[config.mk]
export PLATFORM = sky130hd
export DESIGN_NAME = fpa_div_stage
export DESIGN_NICKNAME = d
export VERILOG_FILES = /design/src/design/fpa_pkg.sv /design/src/design/fpa_div_stage.sv
export SDC_FILE = /design/constraint.sdc
export NUM_CORES = 1
export LEC_CHECK = 0
export BUFFER_PORTS_ARGS = -buffer_cell sky130_fd_sc_hd__buf_4
export CAP_MARGIN = 20
export CORE_ASPECT_RATIO = 0.6
export CORE_MARGIN = 2
export CORE_UTILIZATION = 53
export CTS_BUF_LIST = sky130_fd_sc_hd__clkbuf_4 sky130_fd_sc_hd__clkbuf_8
export DETAILED_ROUTE_END_ITERATION = 12
export GPL_TIMING_DRIVEN = 0
export PLACE_DENSITY = 0.88
export SYNTH_ARGS = -nofsm -noshare
export SYNTH_HDL_FRONTEND = slang
export SYNTH_SLANG_ARGS = --single-unit
[constraint.sdc]
create_clock -name clk -period 1.6 [get_ports clk]
set_input_delay 0.08 -clock clk [delete_from_list [all_inputs] [get_ports clk]]
set_output_delay 0.08 -clock clk [all_outputs]
set_load 0.01 [all_outputs]
[src/design/fpa_pkg.sv]
// Shared types and mode codes for the fixed-point ALU.
package fpa_pkg;

    localparam int FRAC_BITS_DEFAULT = 8;

    localparam logic [3:0] MODE_ADD  = 4'd0;
    localparam logic [3:0] MODE_SUB  = 4'd1;
    localparam logic [3:0] MODE_MUL  = 4'd2;
    localparam logic [3:0] MODE_DIV  = 4'd3;
    localparam logic [3:0] MODE_GT   = 4'd4;
    localparam logic [3:0] MODE_LT   = 4'd5;
    localparam logic [3:0] MODE_GE   = 4'd6;
    localparam logic [3:0] MODE_LE   = 4'd7;
    localparam logic [3:0] MODE_EQ   = 4'd8;
    localparam logic [3:0] MODE_NE   = 4'd9;
    localparam logic [3:0] MODE_FROM = 4'd10;
    localparam logic [3:0] MODE_TO   = 4'd11;

    typedef struct packed {
        logic [3:0]         mode;
        logic signed [31:0] operand_a;
        logic signed [31:0] operand_b;
    } fpa_req_t;

    typedef struct packed {
        logic signed [31:0] result_value;
        logic               compare_flag;
        logic               error_flag;
    } fpa_rsp_t;

    // Control and divider state that travels down the pipeline with each word.
    typedef struct packed {
        logic        valid;
        logic [3:0]  mode;
        logic [31:0] simple_res;
        logic        cmp;
        logic        a_neg;
        logic        q_neg;
        logic        b_zero;
        logic [31:0] divisor;
        logic [31:0] rem;
    } fpa_ctl_t;

endpackage

[src/design/fpa_div_stage.sv]
// One restoring-division step of the pipelined divider.
module fpa_div_stage
    import fpa_pkg::*;
#(
    parameter int W = 32 + FRAC_BITS_DEFAULT
)
(
    input  logic           clk,
    input  logic           rst_n,
    input  logic           advance,
    input  fpa_ctl_t       ctl_in,
    input  logic [W-1:0]   dq_in,
    output fpa_ctl_t       ctl_out,
    output logic [W-1:0]   dq_out
);

    fpa_ctl_t     ctl_reg, ctl_next;
    logic         valid_reg;
    logic [W-1:0] dq_reg, dq_next;
    logic [32:0]  trial;
    logic [32:0]  diff;
    logic         fits;

    always_comb
    begin
        trial    = {ctl_in.rem, dq_in[W-1]};
        diff     = trial - {1'b0, ctl_in.divisor};
        fits     = trial >= {1'b0, ctl_in.divisor};
        ctl_next = ctl_in;
        ctl_next.rem = fits ? diff[31:0] : trial[31:0];
        dq_next  = {dq_in[W-2:0], fits};
    end

    always_ff @(posedge clk or negedge rst_n)
    begin
        if (!rst_n)
        begin
            valid_reg <= 1'b0;
        end
        else if (advance)
        begin
            valid_reg <= ctl_next.valid;
        end
    end

    always_ff @(posedge clk)
    begin
        if (advance)
        begin
            ctl_reg <= ctl_next;
            dq_reg  <= dq_next;
        end
    end

    // The valid bit is the top field of the control word.
    assign ctl_out = {valid_reg, ctl_reg[$bits(fpa_ctl_t)-2:0]};
    assign dq_out  = dq_reg;

endmodule

==> key figures, run 1 <==
STA
  – Post-GRT worst EP: ctl_out[30]$_DFFE_PP_/D
  – Worst endpoint type: register input

Logic synthesis
  – Yosys warning count: 0
  – Ys flop type: edfxtp_1
  – FF+latch count, synth: 145
  – Synth top area cells: edfxtp_1 66%, ha_1 6.1%, a21oi_1 4.3%
  – Sequential-to-total area share from yosys stat: 66.1%
  – Asr flop ratio synth: 0.690%
  – Number of synthesized flops with an enable pin: 144
  – Syn Std Cell Area: 6580 um2
  – Post-Syn Instances: 492
  – Top-area cell type share of the netlist area: 65.7%
  – Syn avg cell area: 13.4 um2
  – Synth cell types: 49
  – Cell taking the most area after synthesis: edfxtp_1
  – Syn Nets: 673

Placement
  – Placed cells: 950
  – Port Buf Inserts: 292
  – Placed cell areas: 9190 um2
  – GPL Wtd Cong: 0.908
  – HPWL Detailed: 13.9 mm
  – Dpl ws: -1.69 ns

Outcome
  – Last step reached: global routing
  – Status: aborted with a tool error
  – Halt Reason: [ERROR GRT-0232] Routing congestion too high. Check the congestion heatmap in the GUI.

Floorplanning
  – Num ports: 293
  – # rows: 31
  – DIE HEIGHT: 90.3 um
  – Initial core utilization: 54.4%
  – Die width: 148 um

Global route
  – Remaining Overflow, GRT: 654
  – Pin count of the biggest net entering global routing: 99
  – GRT Total Usage: 94.8%
  – Initial antenna violation count: 4

CTS
  – Clk Tree Root Cell: clkbuf_8
  – H-tree Lvls: 4
  – Clock Sinks: 145
  – Bufs on Longest Clock Path: 2
  – Inserted Clock Buffers: 17
-- cell usage after synthesis (all sizes together), types with 3 or more instances --
cell,n
ha,32
mux2,11
nand2b,3
nand3,8
o21a,6
xnor2,15
nand4,8
a211oi,4
clkbuf,7
xor2,12
nor2b,3
o21ai,18
nand2,26
nor2,35
a21o,12
edfxtp,144
inv,38
o211ai,4
a31oi,5
nor4,4
a21oi,56
o21bai,3
buf,12
-- kinds of logic after synthesis --
group / Yosys count / synth area share, %
compound gates: 119 / 11.1
xor+xnor: 27 / 3.60
fa+ha+maj: 33 / 6.39
buf+inv: 57 / 3.65
flops: 145 / 66.1
mux: 12 / 2.04
simple gates: 99 / 7.08
-- what timing repair did --
item	in CTS
buffers inserted	22
hold endpoints to repair	143
endpoints found under the setup margin	33
cloned	4
pin swaps	12
hold buffers	142
gates resized for setup	64
-- metrics by stage --
stage          util (%)  hold WS (ns)
2_1_floorplan         -        -0.216
3_3_place_gp       75.7        -0.144
3_5_place_dp       75.9        -0.142
4_1_cts            94.8        -0.174
-- routing by layer --
metal | GRT overflow | track usage (%)
met5 | 3 | 55.0
met4 | 193 | 105
met3 | 12 | 79.2
met2 | 441 | 113
met1 | 5 | 88.5
==> run 2: changes to the inputs <==
Settings changed: CORE_ASPECT_RATIO 0.6 to not set, CORE_UTILIZATION 53 to 40, CTS_BUF_LIST sky130_fd_sc_hd__clkbuf_4 sky130_fd_sc_hd__clkbuf_8 to not set, PLACE_DENSITY 0.88 to not set, PLACE_DENSITY_LB_ADDON set to 0.15.
==> key figures, run 2 <==
STA
  – Clock skew: 0 ns
  – Clock period minus worst slack: 2.50 ns
  – RSZ-0062 raised after global routing: yes
  – Fin crit share: 156%
  – Worst hold margin: -0.0116 ns
  – Worst slew pin tran: 0.624 ns
  – F_max: 0.400 GHz
  – Final Max Slew Viols: 0
  – Fin. Hold Viols: 4
  – Final setup viols: 33
  – Slew margin rel.: 58.2%
  – Setup WS post-layout: -0.900 ns

Critical path
  – Critical path class: input port to flop
  – Critical Path AT: 2.68 ns
  – CP Launch Type: input port
  – Worst-path cell chain: buf_4, inv_1, ha_4, nand4_1, or4_4, a21oi_4, nor3_4, a211oi_2, buf_4, buf_4, buf_4, buf_4, buf_4, nor2_2, xnor2_1, mux2_4
  – Critical Path RT: 1.78 ns
  – Max incr delay on CP: 0.57 ns
  – Crit-path slowest cell: or4_4
  – CP Capture Type: flop
  – CP top delay family: simple AND/OR/NAND/NOR gates
  – Most frequent cell on the critical path: buf_4
  – Worst-path fanout max: 6
  – Worst Path Buf+Inv: 7

Logic synthesis
  – Asr flop ratio synth: 0.690% (unchanged)
  – Ys flop type: edfxtp_1 (unchanged)
  – Syn Std Cell Area: 6580 um2 (unchanged)
  – Cell taking the most area after synthesis: edfxtp_1 (unchanged)
  – Syn Nets: 673 (unchanged)
  – Sequential-to-total area share from yosys stat: 66.1% (unchanged)
  – Top-area cell type share of the netlist area: 65.7% (unchanged)
  – FF+latch count, synth: 145 (unchanged)
  – Post-synth top cells: 144 x edfxtp_1, 56 x a21oi_1, 38 x inv_1 (unchanged)
  – Syn avg cell area: 13.4 um2 (unchanged)
  – Number of synthesized flops with an enable pin: 144 (unchanged)
  – Top-count cell post-synth: edfxtp_1 (unchanged)
  – Synth top area cells: edfxtp_1 66%, ha_1 6.1%, a21oi_1 4.3% (unchanged)
  – Post-Syn Instances: 492 (unchanged)
  – Yosys warning count: 0 (unchanged)
  – Synth cell types: 49 (unchanged)

Global route
  – Initial antenna violation count: 0
  – Remaining Overflow, GRT: 0
  – Vias in the first global route: 6098
  – First-pass GRT wire length: 34.0 mm
  – GRT Total Usage: 25.1%
  – Pin count of the biggest net entering global routing: 94

CTS
  – Clk Tree Root Cell: clkbuf_16 (was clkbuf_8)
  – CTS tree: done
  – Worst-skew pair later-pin latency: 0.43 ns
  – Inserted Clock Buffers: 17 (unchanged)
  – Clock Sinks: 145 (unchanged)
  – Reg clk slew, reported paths: 0.06 ns
  – Bufs on Longest Clock Path: 2 (unchanged)
  – H-tree Lvls: 4 (unchanged)

Route
  – Vias per cell: 4.96
  – Routed via count: 5907
  – DRT Pass-1 Iters: 5
  – Wire per inst: 18.8 um
  – Antenna Violating Nets Remaining: 0
  – Final WL: 22.4 mm
  – DRT iter0 DRCs: 400
  – DRC Markers: 0

Finish
  – Commonest non-fill, non-tap cells in the layout: 306 x buf_4, 144 x edfxtp_1, 136 x dlygate4sd3_1, 39 x a21oi_1, 33 x inv_1
  – Multi-input gate area: 2350 um2
  – Fillers: 1084
  – Antenna fix cells: 0
  – Design area: 11700 um2
  – P&R area growth vs syn: 77.6%
  – Nets: 1143
  – Sequential cell area: 4350 um2
  – Fraction of layout cells with a size suffix above 1: 43.5%
  – Post-route core utilization: 73.0%
  – Most common cell after layout, fill and taps aside: buf_4
  – Max reg flops: 104
  – Layout Cells excl Fill: 1191

Floorplanning
  – Die Area: 17500 um2
  – Num ports: 293 (unchanged)
  – Core footprint: 16000 um2
  – Initial core utilization: 41.1% (was 54.4%)
  – Die width: 132 um (was 148 um)
  – # rows: 46 (was 31)
  – DIE HEIGHT: 132 um (was 90.3 um)

Placement
  – GPL Wtd Cong: 0.869 (was 0.908)
  – Placed cells: 1001 (was 950)
  – Port Buf Inserts: 292 (unchanged)
  – Placed cell areas: 9250 um2 (was 9190 um2)
  – HPWL Detailed: 14.0 mm (was 13.9 mm)

Pwr
  – Worst VDD drop: 752 uV
  – Pwr Total: 11300 uW
  – Power per cell area: 972 nW/um2
  – Leakage power: 0.00503 uW

Flow run
  – Max-Cap Viols: 0

Outcome
  – Status: complete, but fails checks (was aborted with a tool error)
  – Failing checks: negative hold slack, negative setup slack

Min path
  – Hold WC Path Type: input port to flop
-- run 2: layer usage --
metal  vias to the layer above  routed length [um]  global-route usage, %
met5                         -                   0                      0
met4                         0                 755                   10.2
met3                        53                1750                   7.42
met2                       259               11300                   44.4
met1                      2822                8560                   28.6
li1                       2773                   -                      -
-- run 2: repair_timing --
action / 4_1_cts / 5_1_grt
gates cloned: 1 / 1
pin swaps: 9 / 17
setup endpoints to repair: 33 / 33
hold buffers: 135 / 1
gates resized for setup: 32 / 52
endpoints found under the hold margin: 135 / 1
buffers inserted: 15 / 11
-- run 2: worst paths after layout --
check	start	to	slack (ns)	cells past startpoint
min in group asynchronous	rst_n	valid_reg	0.53	3
worst min-delay path	ctl_in[19]	ctl_out[20]	-0.01	3
worst max-delay path	ctl_in[37]	ctl_out[23]	-0.90	16
max in group asynchronous	rst_n	valid_reg	0.97	3
worst min register to register	valid_reg	valid_reg	0.52	1
worst max register to register	valid_reg	valid_reg	0.85	1
-- run 2: power breakdown --
part	switching (uW)	total, uW	internal [uW]	leakage (uW)
Combinational	1300	2830	1530	0.00334
Sequential	118	4740	4620	0.00142
Clock	1750	3780	2020	0.000263
-- run 2: cell type report --
class	count	area share (%)
plain buffers	13	1.07
clock buffers	17	3.64
clock inverters	15	1.06
inverters	38	1.39
multi-input cells	290	20.1
flip-flops and latches	145	37.2
well taps	216	2.31
repair buffers	457	33.2
-- run 2: kinds of logic (layout without fill, tap and decap cells) --
family,Yosys count,after routing,share of synthesized area (%)
flops,145,145,66.1
mux,12,12,2.04
xor+xnor,27,27,3.60
simple gates,99,99,7.08
compound gates,119,119,11.1
buf+inv,57,540,3.65
fa+ha+maj,33,33,6.39
-- run 2: stage by stage --
step | TNS (ns) | setup slack (ns)
global placement | -85.95 | -1.74
finish | -27.21 | -0.900
CTS | -29.42 | -0.920
global route | -30.22 | -0.976
floorplan | -34.36 | -1.13
detailed placement | -56.33 | -1.77
-- run 2: worst min-delay path: stages --
cell and delay [ns]:
buf_4 0.09, nor2_1 0.04, a21oi_2 0.09
Note: power is estimated with default switching activity, not from simulation.
==> run 3: changes to the inputs <==
==> constraint.sdc (replaced) <==
create_clock -name clk -period 1.6 [get_ports clk]
set_input_delay 0.32 -clock clk [delete_from_list [all_inputs] [get_ports clk]]
set_output_delay 0.32 -clock clk [all_outputs]
set_load 0.01 [all_outputs]
==> key figures, run 3 (synthesized netlist as in run 2, its figures left out) <==
Floorplanning
  – DIE HEIGHT: 132 um (unchanged)
  – Num ports: 293 (unchanged)
  – Die Area: 17500 um2 (unchanged)
  – Die width: 132 um (unchanged)
  – # rows: 46 (unchanged)
  – Core footprint: 16000 um2 (unchanged)
  – Initial core utilization: 41.1% (unchanged)

Finish
  – Post-route core utilization: 64.6% (was 73.0%)
  – Multi-input gate area: 2360 um2 (was 2350 um2)
  – Nets: 1008 (was 1143)
  – Sequential cell area: 4350 um2 (unchanged)
  – Commonest non-fill, non-tap cells in the layout: 306 x buf_4, 144 x edfxtp_1, 39 x a21oi_1, 33 x inv_1, 32 x nor2_1 (was 306 x buf_4, 144 x edfxtp_1, 136 x dlygate4sd3_1, 39 x a21oi_1, 33 x inv_1)
  – Max reg flops: 104 (unchanged)
  – Fillers: 1259 (was 1084)
  – Antenna fix cells: 0 (unchanged)
  – P&R area growth vs syn: 57.2% (was 77.6%)
  – Fraction of layout cells with a size suffix above 1: 50.6% (was 43.5%)
  – Layout Cells excl Fill: 1056 (was 1191)
  – Most common cell after layout, fill and taps aside: buf_4 (unchanged)

Critical path
  – CP Launch Type: input port (unchanged)
  – CP top delay family: simple AND/OR/NAND/NOR gates (unchanged)
  – Critical Path RT: 1.77 ns (was 1.78 ns)
  – Worst-path cell chain: buf_4, inv_1, ha_4, nand4_1, or4_4, a21oi_4, nor3_4, a211oi_2, buf_4, buf_4, buf_4, buf_4, buf_4, nor2_2, xnor2_1, mux2_4 (unchanged)
  – FF-to-FF path depth: 1 (unchanged)
  – Critical Path AT: 2.93 ns (was 2.68 ns)
  – CP Capture Type: flop (unchanged)
  – Critical Path Stages: 16 (unchanged)
  – Max incr delay on CP: 0.57 ns (about the same)
  – Critical path class: input port to flop (unchanged)
  – Worst-path fanout max: 7 (was 6)
  – Reg2reg setup slack: 0.86 ns (was 0.85 ns)
  – Most frequent cell on the critical path: buf_4 (unchanged)
  – Worst Path Buf+Inv: 7 (unchanged)
  – Worst r2r dst: valid_reg (unchanged)
  – Worst r2r src: valid_reg (unchanged)
  – Crit-path slowest cell: or4_4 (unchanged)

Pwr
  – Pwr Total: 11000 uW (was 11300 uW)
  – Leakage power: 0.00447 uW (was 0.00503 uW)
  – Net Sw Frac: 27.6% (was 27.9%)
  – Worst VDD drop: 724 uV (was 752 uV)
  – Switching power: 3030 uW (was 3170 uW)
  – Clk pwr share: 34.0% (was 33.3%)
  – Cell Int Power: 7960 uW (was 8180 uW)
  – Logic pwr share: 23.0% (was 24.9%)
  – Power share of the sequential group: 43.0% (was 41.8%)
  – Power per cell area: 1060 nW/um2 (was 972 nW/um2)

Route
  – Antenna Violating Nets Remaining: 0 (unchanged)
  – Wire per inst: 18.2 um (was 18.8 um)
  – DRT iter0 DRCs: 397 (was 400)
  – DRT Pass-1 Iters: 5 (unchanged)
  – DRC Markers: 0 (unchanged)
  – Vias per cell: 5.02 (was 4.96)
  – Final WL: 19.2 mm (was 22.4 mm)
  – Routed via count: 5300 (was 5907)

Global route
  – Vias in the first global route: 5202 (was 6098)
  – GRT Total Usage: 21.4% (was 25.1%)
  – Remaining Overflow, GRT: 0 (unchanged)
  – First-pass GRT wire length: 28.8 mm (was 34.0 mm)
  – Initial antenna violation count: 0 (unchanged)
  – Pin count of the biggest net entering global routing: 94 (unchanged)

STA
  – Fin crit share: 172% (was 156%)
  – RSZ-0062 raised after global routing: yes (unchanged)
  – Setup WS post-layout: -1.16 ns (was -0.900 ns)
  – Final Max Slew Viols: 0 (unchanged)
  – Worst slew pin tran: 0.630 ns (was 0.624 ns)
  – Clock period minus worst slack: 2.76 ns (was 2.50 ns)
  – Clock skew: 0 ns (unchanged)
  – Slew margin rel.: 57.8% (was 58.2%)
  – Fin. Hold Viols: 0 (was 4)
  – Final setup viols: 33 (unchanged)
  – F_max: 0.363 GHz (was 0.400 GHz)
  – Post-route setup TNS: -35.64 ns (was -27.21 ns)

Min path
  – Worst Hold Endpoint: dq_out[34] (was ctl_out[20])
  – Hold Path Depth: 1 (was 3)
  – Hold WC Path Type: input port to flop (unchanged)
  – Hold path startpoint: dq_in[33] (was ctl_in[19])

Outcome
  – Status: complete, but fails checks (unchanged)
  – Failing checks: negative setup slack (was negative hold slack, negative setup slack)

Placement
  – Port Buf Inserts: 292 (unchanged)
  – GPL Wtd Cong: 0.869 (unchanged)
  – Placed cells: 1001 (unchanged)
  – HPWL Detailed: 14.0 mm (unchanged)
  – Dpl ws: -2.01 ns (was -1.77 ns)

CTS
  – Reg clk slew, reported paths: 0.07 ns (was 0.06 ns)
  – Clock Sinks: 145 (unchanged)
  – H-tree Lvls: 4 (unchanged)
  – Clk Tree Root Cell: clkbuf_16 (unchanged)
  – Inserted Clock Buffers: 17 (unchanged)
  – Worst-skew pair later-pin latency: 0.42 ns (was 0.43 ns)
  – CTS tree: done (unchanged)
  – Bufs on Longest Clock Path: 2 (unchanged)

Flow run
  – Max-Cap Viols: 0 (unchanged)
## run 3: changes by cell type in the layout (fill, tap and decap cells not counted)
cell / before / now
buf_6: 16 / 15
buf_8: 4 / 5
dlygate4sd3_1: 136 / 1
ha_1: 22 / 21
ha_2: 0 / 1
o21ai_2: 2 / 1
o21ai_4: 0 / 1
## run 3: how the worst max path moves through the flow
stage          slack (ns)     endpoint       start
2_1_floorplan       -1.37  ctl_out[13]  ctl_in[39]
3_3_place_gp        -1.98  ctl_out[30]  ctl_in[39]
3_5_place_dp        -2.01  ctl_out[23]  ctl_in[39]
4_1_cts             -1.16   ctl_out[7]  ctl_in[50]
5_1_grt             -1.22  ctl_out[23]  ctl_in[43]
6_report            -1.16  ctl_out[23]  ctl_in[40]
## run 3: per-stage QoR
step	instance area (um2)	hold slack [ns]
2_1_floorplan	6760	0.0244
3_3_place_gp	9220	0.0964
3_5_place_dp	9250	0.0968
4_1_cts	10000	0.0553
5_1_grt	10300	0.0567
6_report	10300	0.0673
## run 3: power by group through the flow
stage | clock network, uW | registers (uW) | logic, uW
after floorplan | 0 | 5000 | 867
after global placement | 0 | 4800 | 2200
after detailed placement | 0 | 4810 | 2230
after CTS | 3800 | 4730 | 2350
after global routing | 3940 | 4760 | 2720
final | 3740 | 4730 | 2530
## run 3: area by class of cell
| cell class | count | share of cell area, % |
|---|---|---|
| inverters | 38 | 1.57 |
| flip-flops and latches | 145 | 42.1 |
| clock inverters | 15 | 1.20 |
| multi-input cells | 290 | 22.8 |
| well taps | 216 | 2.61 |
| plain buffers | 13 | 1.21 |
| clock buffers | 17 | 4.11 |
| repair buffers | 322 | 24.4 |
## run 3: repair_timing
item,4_1_cts,5_1_grt
hold buffers,1,0
pin swaps,9,16
buffers inserted,15,11
endpoints found under the setup margin,33,33
gates cloned,1,1
hold endpoints to repair,1,0
resized for setup,32,55
## run 3: per-layer routing
layer | vias up | share of wire, % | GRT usage [%]
li1 | 2495 | - | -
met1 | 2527 | 39 | 25.0
met2 | 238 | 50 | 36.7
met3 | 40 | 8.3 | 6.34
met4 | 0 | 2.9 | 8.96
met5 | - | 0 | 0
